==> config.mk <==
export PLATFORM = sky130hd
export DESIGN_NAME = csma_cd_word_mac
export DESIGN_NICKNAME = d
export VERILOG_FILES = /design/src/csma_pkg.sv /design/src/csma_cd_word_mac.sv
export SDC_FILE = /design/constraint.sdc
export NUM_CORES = 2
export LEC_CHECK = 0
export BUFFER_PORTS_ARGS = -buffer_cell sky130_fd_sc_hd__buf_2
export CORE_MARGIN = 4
export CORE_UTILIZATION = 31
export DETAILED_ROUTE_END_ITERATION = 7
export PLACE_DENSITY = 0.53
export SKIP_CTS_REPAIR_TIMING = 1
export SLEW_MARGIN = 10
export SYNTH_ARGS = -nofsm -noshare
export SYNTH_HDL_FRONTEND = slang
export SYNTH_SLANG_ARGS = --single-unit
==> constraint.sdc <==
create_clock -name clk_i -period 9.4 [get_ports clk_i]
set_input_delay 1.41 -clock clk_i [delete_from_list [all_inputs] [get_ports clk_i]]
set_output_delay 1.41 -clock clk_i [all_outputs]
set_load 0.01 [all_outputs]
==> src/csma_pkg.sv <==
package csma_pkg;

  localparam int unsigned PacketWordsDef = 16;
  localparam int unsigned WordBitsDef    = 32;
  localparam logic [7:0]  JamWord        = 8'd255;
  localparam int unsigned FrameOverhead  = 4;
  localparam int unsigned RandBits       = 10;

  typedef enum logic [1:0] {
    OP_TICK   = 2'd0,
    OP_LOAD   = 2'd1,
    OP_COMMIT = 2'd2,
    OP_NONE   = 2'd3
  } op_e;

  typedef enum logic [2:0] {
    MODE_LISTEN = 3'd0,
    MODE_RECV   = 3'd1,
    MODE_SEND   = 3'd2,
    MODE_JAM    = 3'd3,
    MODE_BACKOFF = 3'd4
  } mode_e;

  typedef enum logic [2:0] {
    EV_NONE     = 3'd0,
    EV_SENT     = 3'd1,
    EV_COLL     = 3'd2,
    EV_DELIVER  = 3'd3,
    EV_CORRUPT  = 3'd4,
    EV_BUSY     = 3'd5,
    EV_ACCEPTED = 3'd6
  } event_e;

  typedef enum logic [1:0] {
    CS_IDLE,
    CS_READ,
    CS_EMIT
  } ctl_state_e;

  localparam logic [2:0] CfgNodeId   = 3'd0;
  localparam logic [2:0] CfgStart    = 3'd1;
  localparam logic [2:0] CfgEnd      = 3'd2;
  localparam logic [2:0] CfgPktWords = 3'd3;
  localparam logic [2:0] CfgMaxExp   = 3'd4;

  typedef struct packed {
    logic [1:0]  op;
    logic [31:0] bus_word;
    logic [9:0]  rand_bits;
    logic [3:0]  load_index;
    logic [31:0] load_word;
    logic [7:0]  dest_id;
  } in_beat_t;

  typedef struct packed {
    logic        kind;
    logic [31:0] bus_drive;
    logic [2:0]  mac_mode;
    logic [2:0]  event_res;
    logic [15:0] retries;
    logic [31:0] frame_source;
    logic [3:0]  word_index;
    logic [31:0] payload_word;
    logic        last;
  } out_beat_t;

endpackage

==> src/csma_cd_word_mac.sv <==
// Word-wide CSMA/CD MAC. Each input beat is a bus tick (op 0), a payload load
// (op 1), a message commit (op 2) or a no-op (op 3). A beat is first accepted
// into a register while the transmit/receive word memories are read; then state
// is updated and the report is loaded into the output register, and no new beat
// is taken until that report has left the output register. A delivery then
// streams one payload word per cycle, while the output is not stalled, from the
// receive memory through its registered read port. After reset the transmit
// memory is swept clear before the first beat is taken; it is swept again after
// each successful send. The input channel is stalled during those sweeps and
// while results are pending.
module csma_cd_word_mac
  import csma_pkg::*;
#(
  parameter int unsigned PACKET_WORDS = PacketWordsDef,
  parameter int unsigned WORD_BITS    = WordBitsDef
) (
  input  logic       clk_i,
  input  logic       rst_ni,
  input  logic       cfg_we_i,
  input  logic [2:0] cfg_idx_i,
  input  logic [31:0] cfg_data_i,
  input  logic       in_valid_i,
  output logic       in_stall_o,
  input  in_beat_t   in_data_i,
  output logic       out_valid_o,
  input  logic       out_stall_i,
  output out_beat_t  out_data_o
);

  localparam int unsigned AW = (PACKET_WORDS > 1) ? $clog2(PACKET_WORDS) : 1;
  localparam int unsigned PW = $clog2(PACKET_WORDS + 4);
  localparam logic [WORD_BITS-1:0] WMask = '1;

  // config
  logic [7:0]  node_id_q;
  logic [31:0] start_q, end_q;
  logic [4:0]  pkt_q;
  logic [3:0]  maxexp_q;

  always_ff @(posedge clk_i or negedge rst_ni) begin
    if (!rst_ni) begin
      node_id_q <= '0;
      start_q   <= 32'h95;
      end_q     <= 32'hba;
      pkt_q     <= 5'd10;
      maxexp_q  <= 4'd10;
    end else if (cfg_we_i) begin
      unique case (cfg_idx_i)
        CfgNodeId:   node_id_q <= cfg_data_i[7:0];
        CfgStart:    start_q   <= cfg_data_i;
        CfgEnd:      end_q     <= cfg_data_i;
        CfgPktWords: pkt_q     <= cfg_data_i[4:0];
        CfgMaxExp:   maxexp_q  <= cfg_data_i[3:0];
        default: ;
      endcase
    end
  end

  logic [PW-1:0] pw;
  always_comb begin
    if (pkt_q == 5'd0) pw = PW'(1);
    else if (32'(pkt_q) > PACKET_WORDS) pw = PW'(PACKET_WORDS);
    else pw = PW'(pkt_q);
  end

  logic [WORD_BITS-1:0] cmp_start, cmp_end;
  assign cmp_start = WORD_BITS'(start_q) & WMask;
  assign cmp_end   = WORD_BITS'(end_q) & WMask;

  // state
  ctl_state_e cs_q, cs_d;
  mode_e      mode_q;
  logic [PW-1:0]  pos_q;
  logic [14:0]    bo_q;
  logic [15:0]    retry_q;
  logic [7:0]     tx_tgt_q;
  logic           tx_wait_q;
  logic [WORD_BITS-1:0] drive_q, rx_src_q, rx_tgt_q;
  logic           clr_q;
  logic [AW:0]    clr_cnt_q;
  logic [AW:0]    dl_q;
  in_beat_t       beat_q;
  out_beat_t      out_q;
  logic           ov_q;

  // memories
  logic [WORD_BITS-1:0] tx_mem [PACKET_WORDS];
  logic [WORD_BITS-1:0] rx_mem [PACKET_WORDS];
  logic [WORD_BITS-1:0] tx_rd_q, rx_rd_q;
  logic           tx_we, rx_we;
  logic [AW-1:0]  tx_wa, rx_wa, tx_ra, rx_ra;
  logic [WORD_BITS-1:0] tx_wd, rx_wd;

  always_ff @(posedge clk_i) begin
    if (tx_we) tx_mem[tx_wa] <= tx_wd;
    if (rx_we) rx_mem[rx_wa] <= rx_wd;
    tx_rd_q <= tx_mem[tx_ra];
    rx_rd_q <= rx_mem[rx_ra];
  end

  logic accept, out_free;
  assign out_free   = !ov_q || !out_stall_i;
  assign in_stall_o = (cs_q != CS_IDLE) || clr_q || ov_q;
  assign accept     = in_valid_i && !in_stall_o;

  // read address: the next word to drive while sending, else delivery index
  logic [PW-1:0] nxt_pos;
  assign nxt_pos = pos_q + PW'(1);
  logic [PW:0] tx_off;
  assign tx_off = {1'b0, nxt_pos} - (PW + 1)'(3);
  always_comb begin
    tx_ra = tx_off[AW-1:0];
    // hold the current word while the output is blocked
    rx_ra = (dl_q != '0 && !out_free) ? AW'(dl_q - (AW + 1)'(1)) : dl_q[AW-1:0];
  end

  // update logic for a tick
  logic [WORD_BITS-1:0] bus;
  logic [14:0] bo_dec;
  assign bus    = WORD_BITS'(beat_q.bus_word) & WMask;
  assign bo_dec = (bo_q != '0) ? bo_q - 15'd1 : '0;

  logic [3:0]  exp_c;
  logic [16:0] e_full;
  logic [9:0]  rmask;
  logic [PW+10:0] wait_prod;
  logic [14:0] wait_sat;
  always_comb begin
    e_full = {1'b0, retry_q} + 17'd1;
    if (e_full > 17'(maxexp_q)) exp_c = maxexp_q;
    else exp_c = e_full[3:0];
    if (exp_c > 4'(RandBits)) exp_c = 4'(RandBits);
    rmask = 10'((11'd1 << exp_c) - 11'd1);
    wait_prod = (PW + 11)'(({1'b0, pw} + (PW + 1)'(FrameOverhead)))
              * (PW + 11)'(beat_q.rand_bits & rmask);
    wait_sat = (wait_prod > (PW + 11)'(15'h7FFF)) ? 15'h7FFF : wait_prod[14:0];
  end

  logic [WORD_BITS-1:0] tx_next;
  always_comb begin
    if (nxt_pos == PW'(1)) tx_next = WORD_BITS'(node_id_q);
    else if (nxt_pos == PW'(2)) tx_next = WORD_BITS'(tx_tgt_q);
    else if (tx_off < {1'b0, pw} && nxt_pos >= PW'(3)) tx_next = tx_rd_q;
    else tx_next = cmp_end;
  end

  // next control state
  always_comb begin
    cs_d = cs_q;
    unique case (cs_q)
      CS_IDLE: if (accept) cs_d = CS_READ;
      CS_READ: if (out_free) cs_d = CS_IDLE;
      CS_EMIT: if (out_free && dl_q == (AW + 1)'(pw)) cs_d = CS_IDLE;
      default: cs_d = CS_IDLE;
    endcase
  end

  mode_e mode_d;
  logic [PW-1:0] pos_d;
  logic [14:0] bo_d;
  logic [15:0] retry_d;
  logic [WORD_BITS-1:0] drive_d, rx_src_d, rx_tgt_d;
  logic tx_wait_d, start_clr, deliver;
  logic [7:0] tx_tgt_d;
  event_e ev;

  always_comb begin
    mode_d = mode_q; pos_d = pos_q; bo_d = bo_q; retry_d = retry_q;
    drive_d = drive_q; rx_src_d = rx_src_q; rx_tgt_d = rx_tgt_q;
    tx_wait_d = tx_wait_q; tx_tgt_d = tx_tgt_q;
    start_clr = 1'b0; deliver = 1'b0; ev = EV_NONE;
    rx_we = 1'b0; rx_wa = '0; rx_wd = bus;
    tx_we = 1'b0; tx_wa = beat_q.load_index[AW-1:0];
    tx_wd = WORD_BITS'(beat_q.load_word) & WMask;
    if (clr_q) begin
      tx_we = 1'b1; tx_wa = clr_cnt_q[AW-1:0]; tx_wd = '0;
    end else if (cs_q == CS_READ && out_free) begin
      unique case (op_e'(beat_q.op))
        OP_LOAD: begin
          if (tx_wait_q) ev = EV_BUSY;
          else begin
            ev = EV_ACCEPTED;
            tx_we = (32'(beat_q.load_index) < PACKET_WORDS);
          end
        end
        OP_COMMIT: begin
          if (tx_wait_q) ev = EV_BUSY;
          else begin
            ev = EV_ACCEPTED; tx_wait_d = 1'b1; tx_tgt_d = beat_q.dest_id;
          end
        end
        OP_NONE: ev = EV_NONE;
        OP_TICK: begin
          bo_d = bo_dec;
          unique case (mode_q)
            MODE_LISTEN: begin
              if (bus == cmp_start) begin
                mode_d = MODE_RECV; pos_d = '0;
              end else if (bus == '0 && tx_wait_q && bo_dec == '0) begin
                mode_d = MODE_SEND; pos_d = '0; drive_d = cmp_start;
              end
            end
            MODE_RECV: begin
              pos_d = nxt_pos;
              if (pos_q == '0) rx_src_d = bus;
              else if (pos_q == PW'(1)) rx_tgt_d = bus;
              else if ({1'b0, pos_q} < {1'b0, pw} + (PW + 1)'(2)) begin
                rx_we = 1'b1; rx_wa = AW'(pos_q - PW'(2));
              end else begin
                mode_d = MODE_LISTEN; pos_d = '0;
                if (bus == cmp_end) begin
                  if (rx_tgt_q == WORD_BITS'(node_id_q)) begin
                    deliver = 1'b1; ev = EV_DELIVER;
                  end
                end else ev = EV_CORRUPT;
              end
            end
            MODE_SEND: begin
              if (bus != drive_q) begin
                drive_d = WORD_BITS'(JamWord) & WMask; mode_d = MODE_JAM;
                pos_d = '0; ev = EV_COLL;
              end else if ({1'b0, pos_q} >= {1'b0, pw} + (PW + 1)'(3)) begin
                drive_d = '0; mode_d = MODE_LISTEN; pos_d = '0;
                start_clr = 1'b1; tx_wait_d = 1'b0; retry_d = '0; ev = EV_SENT;
              end else begin
                pos_d = nxt_pos; drive_d = tx_next;
              end
            end
            default: begin
              pos_d = nxt_pos;
              if (nxt_pos >= pw) begin
                bo_d = wait_sat;
                if (retry_q != 16'hFFFF) retry_d = retry_q + 16'd1;
                drive_d = '0; mode_d = MODE_LISTEN; pos_d = '0;
              end
            end
          endcase
        end
        default: ;
      endcase
    end
  end

  // report fields from the updated state
  logic [2:0] shown_d;
  assign shown_d = (mode_d == MODE_LISTEN && bo_d != '0) ? MODE_BACKOFF : mode_d;

  // a new beat enters the output register
  logic ov_set;
  assign ov_set = (cs_q == CS_READ && out_free) ||
                  (cs_q == CS_EMIT && out_free && dl_q != '0);

  always_ff @(posedge clk_i or negedge rst_ni) begin
    if (!rst_ni) begin
      cs_q <= CS_IDLE; mode_q <= MODE_LISTEN; pos_q <= '0; bo_q <= '0;
      retry_q <= '0; drive_q <= '0; rx_src_q <= '0; rx_tgt_q <= '0;
      tx_wait_q <= 1'b0; tx_tgt_q <= '0; clr_q <= 1'b1; clr_cnt_q <= '0;
      dl_q <= '0; ov_q <= 1'b0; beat_q <= '0; out_q <= '0;
    end else begin
      if (clr_q) begin
        clr_cnt_q <= clr_cnt_q + (AW + 1)'(1);
        if (clr_cnt_q == (AW + 1)'(PACKET_WORDS - 1)) clr_q <= 1'b0;
      end else if (start_clr) begin
        clr_q <= 1'b1; clr_cnt_q <= '0;
      end
      ov_q <= ov_set || (ov_q && out_stall_i);
      if (cs_q == CS_IDLE && accept) beat_q <= in_data_i;
      if (cs_q == CS_READ && out_free) begin
        mode_q <= mode_d; pos_q <= pos_d; bo_q <= bo_d; retry_q <= retry_d;
        drive_q <= drive_d; rx_src_q <= rx_src_d; rx_tgt_q <= rx_tgt_d;
        tx_wait_q <= tx_wait_d; tx_tgt_q <= tx_tgt_d;
        out_q <= '{kind: 1'b0, bus_drive: 32'(drive_d), mac_mode: shown_d,
                   event_res: ev, retries: retry_d, frame_source: '0,
                   word_index: '0, payload_word: '0, last: !deliver};
        dl_q <= '0;
        cs_q <= deliver ? CS_EMIT : cs_d;
      end else if (cs_q == CS_EMIT) begin
        // rx_rd_q holds word dl_q-1 once dl_q > 0
        if (out_free && dl_q != '0) begin
          out_q.kind <= 1'b1;
          out_q.frame_source <= 32'(rx_src_q);
          out_q.word_index <= 4'(dl_q - (AW + 1)'(1));
          out_q.payload_word <= 32'(rx_rd_q);
          out_q.last <= (dl_q == (AW + 1)'(pw));
        end
        if (dl_q == '0 || out_free) begin
          if (dl_q == (AW + 1)'(pw)) cs_q <= CS_IDLE;
          else dl_q <= dl_q + (AW + 1)'(1);
        end
      end else begin
        cs_q <= cs_d;
      end
    end
  end

  assign out_valid_o = ov_q;
  assign out_data_o  = out_q;

endmodule

# Word-level counts from Yosys, hierarchy flattened
# Memories as Yosys holds them, arrays and structs flattened. A register that Yosys moved wholly into a read port is not among the register bits.
# Index checks and enable logic that the tools add are counted.
[classes] n_addsub=13 n_reduce_logical=64 n_mux=130 n_lt_le_gt_ge=9 mul=1 shift=1 bitwise=6 eq_ne=32
[op_table] cell="$mux W32" n=11
[op_table] cell="$mux W69" n=3
[op_table] cell="$mux W15" n=7
[op_table] cell="$mux W16" n=6
[op_table] cell="$pmux W32 S3" n=1
[op_table] cell="$mux W5" n=16
[op_table] cell="$eq A32 B32 Y1" n=2
[op_table] cell="$mux W3" n=17
[op_table] cell="$mux W4" n=11
[op_table] cell="$mux W1" n=40
[op_table] cell="$eq A32 B8 Y1" n=1
[op_table] cell="$logic_not A32 Y1" n=1
[op_table] cell="$ne A32 B32 Y1" n=1
[op_table] cell="$pmux W16 S2" n=1
[op_table] cell="$reduce_bool A15 Y1" n=2
[op_table] cell="$mux W2" n=11
[op_table] cell="$pmux W3 S3" n=2
[op_table] cell="$add A16 B1 Y17 const B" n=1
[op_table] cell="$gt A17 B4 Y1" n=1
[op_table] cell="$add A16 B1 Y16 const B" n=1
[op_table] cell="$gt A16 B15 Y1 const B" n=1
[op_table] cell="$mul A6 B10 Y16" n=1
[op_table] cell="$ne A16 B16 Y1 const B" n=1
[op_table] cell="$ne A2 B2 Y1 const B" n=8
[op_table] cell="other kinds (52)" n=109
[word_totals] elab_cells=290 ram_bits=1024 out_inout_bits=126 mem_count=2 in_bits=128 regBits=403
[memory_table] memory="rx_mem" words=16 word_bits=32 read_ports=1 rd_ports_with_merged_regs=1 wr=1 line_no="csma_cd_word_mac.sv:88" rtl="logic [WORD_BITS-1:0] rx_mem [PACKET_WORDS];"
[memory_table] memory="tx_mem" words=16 word_bits=32 read_ports=1 rd_ports_with_merged_regs=1 wr=1 line_no="csma_cd_word_mac.sv:87" rtl="logic [WORD_BITS-1:0] tx_mem [PACKET_WORDS];"

# Depth between registers and ports, before layout
[logic_depth] ltp_word=19 depth_mapped=32

# Worst setup path after synthesis
# No wires, ideal clock.
[synth_timing] path_kind="reg-to-reg" from="reg, netlist name out_data_o[69]" to="reg out_q (netlist bit out_data_o[90])" path_slack_ns=1.245 setup_time_ns=0.124 arrival_ns=8.031 stages_incl_launch_ff=33 required_ns=9.276 cell_sequence="dfrtp_1 -> buf_2 -> nand3_1 -> xnor2_1 -> ha_1 -> a21oi_1 -> o21ai_0 -> a211oi_1 -> nor4bb_1 -> clkbuf_1 -> clkbuf_1 -> nor4bb_1 -> a31oi_1 -> ha_1 -> mux4_2 -> a32o_1 -> nand2_1 -> nor2_1 -> fa_1 -> fa_1 -> inv_1 -> fa_1 -> inv_1 -> ha_1 -> a211oi_1 -> o21ai_0 -> a31o_2 -> o221ai_1 -> nand2_1 -> o31ai_1 -> nand4b_1 -> or4_1 -> o31a_1"
[synth_rtl] element="end signal: assignment" line_no="csma_cd_word_mac.sv:272" rtl="out_q <= '{kind: 1'b0, bus_drive: 32'(drive_d), mac_mode: shown_d,"
[synth_rtl] element="end: declaration" line_no="csma_cd_word_mac.sv:83" rtl="out_beat_t out_q;"

==> qor.yml <==
cp-start-kind: "register"
cts_sinks: 1491
tightest_slew_ns: 1.08
final_cell_mix: "1024 x edfxtp_1, 388 x dfrtp_1, 380 x nand2_1"
crit_type: "register to register"
setup_slack_ns: 0.926
clk_pin_slew_worst_paths_ns: 0.06
place.gp.congestion: 0.842
multiInputGateArea_mm2: 0.0195
irDropWorstVdd_uv: 219
antenna_found_initial: 36
synth.avg_cell_area_um2: 15.7
setup_viol: 0
fmax_mhz: 118
syn_inst: 3965
clock_latency_ns: 0.79
first_pass_iters: 7
relSlewSlack: 0.279
dp.cells: 6751
min_from: "rx_rd_q[17]$_DFF_P_"
cp_num_buf_inv: 3
drc_errors: 0
grt_max_degree: 148
num-nets-final: 4485
htree_levels: 4
fin_cells: 7057
start_util: 0.312
finalWirelength_um: 181000
final_area_mm2: 0.0726
slew_violations: 0
rsz0062_at_grt: "false"
crit_family: "compound AO/OA/AOI/OAI gates"
cts_root_buffer: "clkbuf_16"
fin_crit_sh: 0.902
num_vias: 35800
status: "finished, final reports clean"
clockBufferDepth: 3
yosysWarnings: 0
cts_tree: "yes"
async_flop_share: 0.270
drv_cap: 0
worstReg2RegStart: "out_data_o[69]$_DFFE_PN0P_"
wire_per_inst_um: 25.7
hold_viol_final: 0
synth_seq_area_share: 0.675
drive_above_1_share: 0.265
worst_clock_skew_ns: 0.0420
via_per_inst: 5.07
placed_area_mm2: 0.0673
die-area_mm2: 0.209
yosys_most_used_dff: "edfxtp_1"
crit_slowest_cell: "dfrtp_1"
period_needed_ns: 8.47
required_ns: 10.08
grtUsageTotal: 0.171
num-fill-cells: 19000
io_buffers: 253
synth_edf_count: 1024
dpl_worst_slack_ns: 0.487
gr-total-overflow: 0
final_common_cell: "edfxtp_1"
synth_seq_cells: 1491
crit_arrival_ns: 9.15
max_stage_delay_ns: 0.53
die_h_um: 457
cp-end-kind: "register"
hold_ws_ns: 0.420
cts_made_buffers: 158
die_w_um: 457
tns_ns: 0
finalPower_mw: 20.3
grt_pass1_wl_um: 262000
grt_pass1_vias: 36300
leakage_nw: 26.8
cp_max_fo: 18
p_per_area_mw_per_mm2: 280
core_mm2: 0.200
synth_cell_type_count: 82
ff_latch_area_mm2: 0.0421
critPathLaunch: "out_data_o[69]$_DFFE_PN0P_"
min_path_type: "register to register"
area_delta_synth_final_pct: 16.2
fin_util: 0.363
rows: 164
drt_iter0_markers: 2940
postRouteAntennaNets: 0
syn-cell-area_mm2: 0.0624
dp_hpwl_um: 110000
io_pins: 254
## worst register-to-register path, delay by kind of cell (launching register included)
family,cells,cell delay [ns]
adder cells (fa/ha/maj),6,2.39
XOR/XNOR,1,0.45
buffers and inverters,3,0.35
AND/OR/NAND/NOR,8,1.84
AO/OA/AOI/OAI,11,2.47
multiplexers,1,0.31
flip-flops,1,0.53
## cells by family after synthesis
| logic type | Yosys count | share of synthesized area |
|---|---|---|
| compound gates | 427 | 0.0458 |
| xor+xnor | 142 | 0.0199 |
| fa+ha+maj | 102 | 0.0244 |
| buf+inv | 313 | 0.0194 |
| flops | 1491 | 0.675 |
| mux | 538 | 0.143 |
| other cells | 2 | 0.000120 |
| simple gates | 950 | 0.0727 |
## report_power, final
group,internal (mW),switching [mW],total (mW)
Sequential,8.23,0.680,8.91
Clock,3.60,2.64,6.24
Combinational,1.93,3.27,5.20
Total,13.8,6.58,20.3
## worst paths after layout
| check | end | slack [ns] | cells after the start |
|---|---|---|---|
| max in group asynchronous | out_data_o[55]$_DFFE_PN0P_ | 7.14 | 3 |
| hold / removal | out_data_o[18]$_DFFE_PN0P_ | 0.42 | 2 |
| hold reg to reg | out_data_o[18]$_DFFE_PN0P_ | 0.42 | 2 |
| setup reg to reg | out_data_o[90]$_DFFE_PN0P_ | 0.93 | 30 |
| min in group asynchronous | beat_q[22]$_DFFE_PN0P_ | 0.54 | 1 |
| setup / recovery | out_data_o[90]$_DFFE_PN0P_ | 0.93 | 30 |
## area by class of cell
type	instances	area share
Antenna cell	14	0.000483
Clock buffer	207	0.0599
Clock inverter	85	0.0113
Inverter	85	0.00440
Multi-Input combinational cell	2169	0.269
Sequential cell	1491	0.581
Tap cell	2656	0.0458
Timing Repair Buffer	350	0.0283
## metal layers
layer | up-vias | global-route usage | wire [um]
met5 | - | 0 | 0
met4 | 0 | 0.0763 | 7900
met3 | 312 | 0.0244 | 7640
met2 | 971 | 0.291 | 91500
met1 | 18800 | 0.216 | 74300
li1 | 15700 | - | -
## flip-flops by register name, summed over array words and instances, names as in the netlist, 56 cells and up
register / flops
beat_q: 56
out_data_o: 124
rx_mem: 512
tx_mem: 512
## cells in the mapped netlist (47+ instances only)
cell | number | area (um2)
a211oi_1 | 78 | 586
a31oi_1 | 77 | 482
and2_1 | 71 | 444
buf_1 | 58 | 218
clkbuf_1 | 153 | 574
dfrtp_1 | 389 | 9730
dfxtp_1 | 64 | 1280
edfxtp_1 | 1024 | 30700
ha_1 | 69 | 863
inv_1 | 84 | 315
mux2_2 | 241 | 2710
mux4_2 | 257 | 5790
nand2_1 | 382 | 1430
nand3_1 | 108 | 541
nor2_1 | 161 | 604
nor2b_1 | 47 | 294
o21ai_0 | 79 | 395
xnor2_1 | 93 | 815
xor2_1 | 49 | 429
Power figures use the tool's default switching activity.
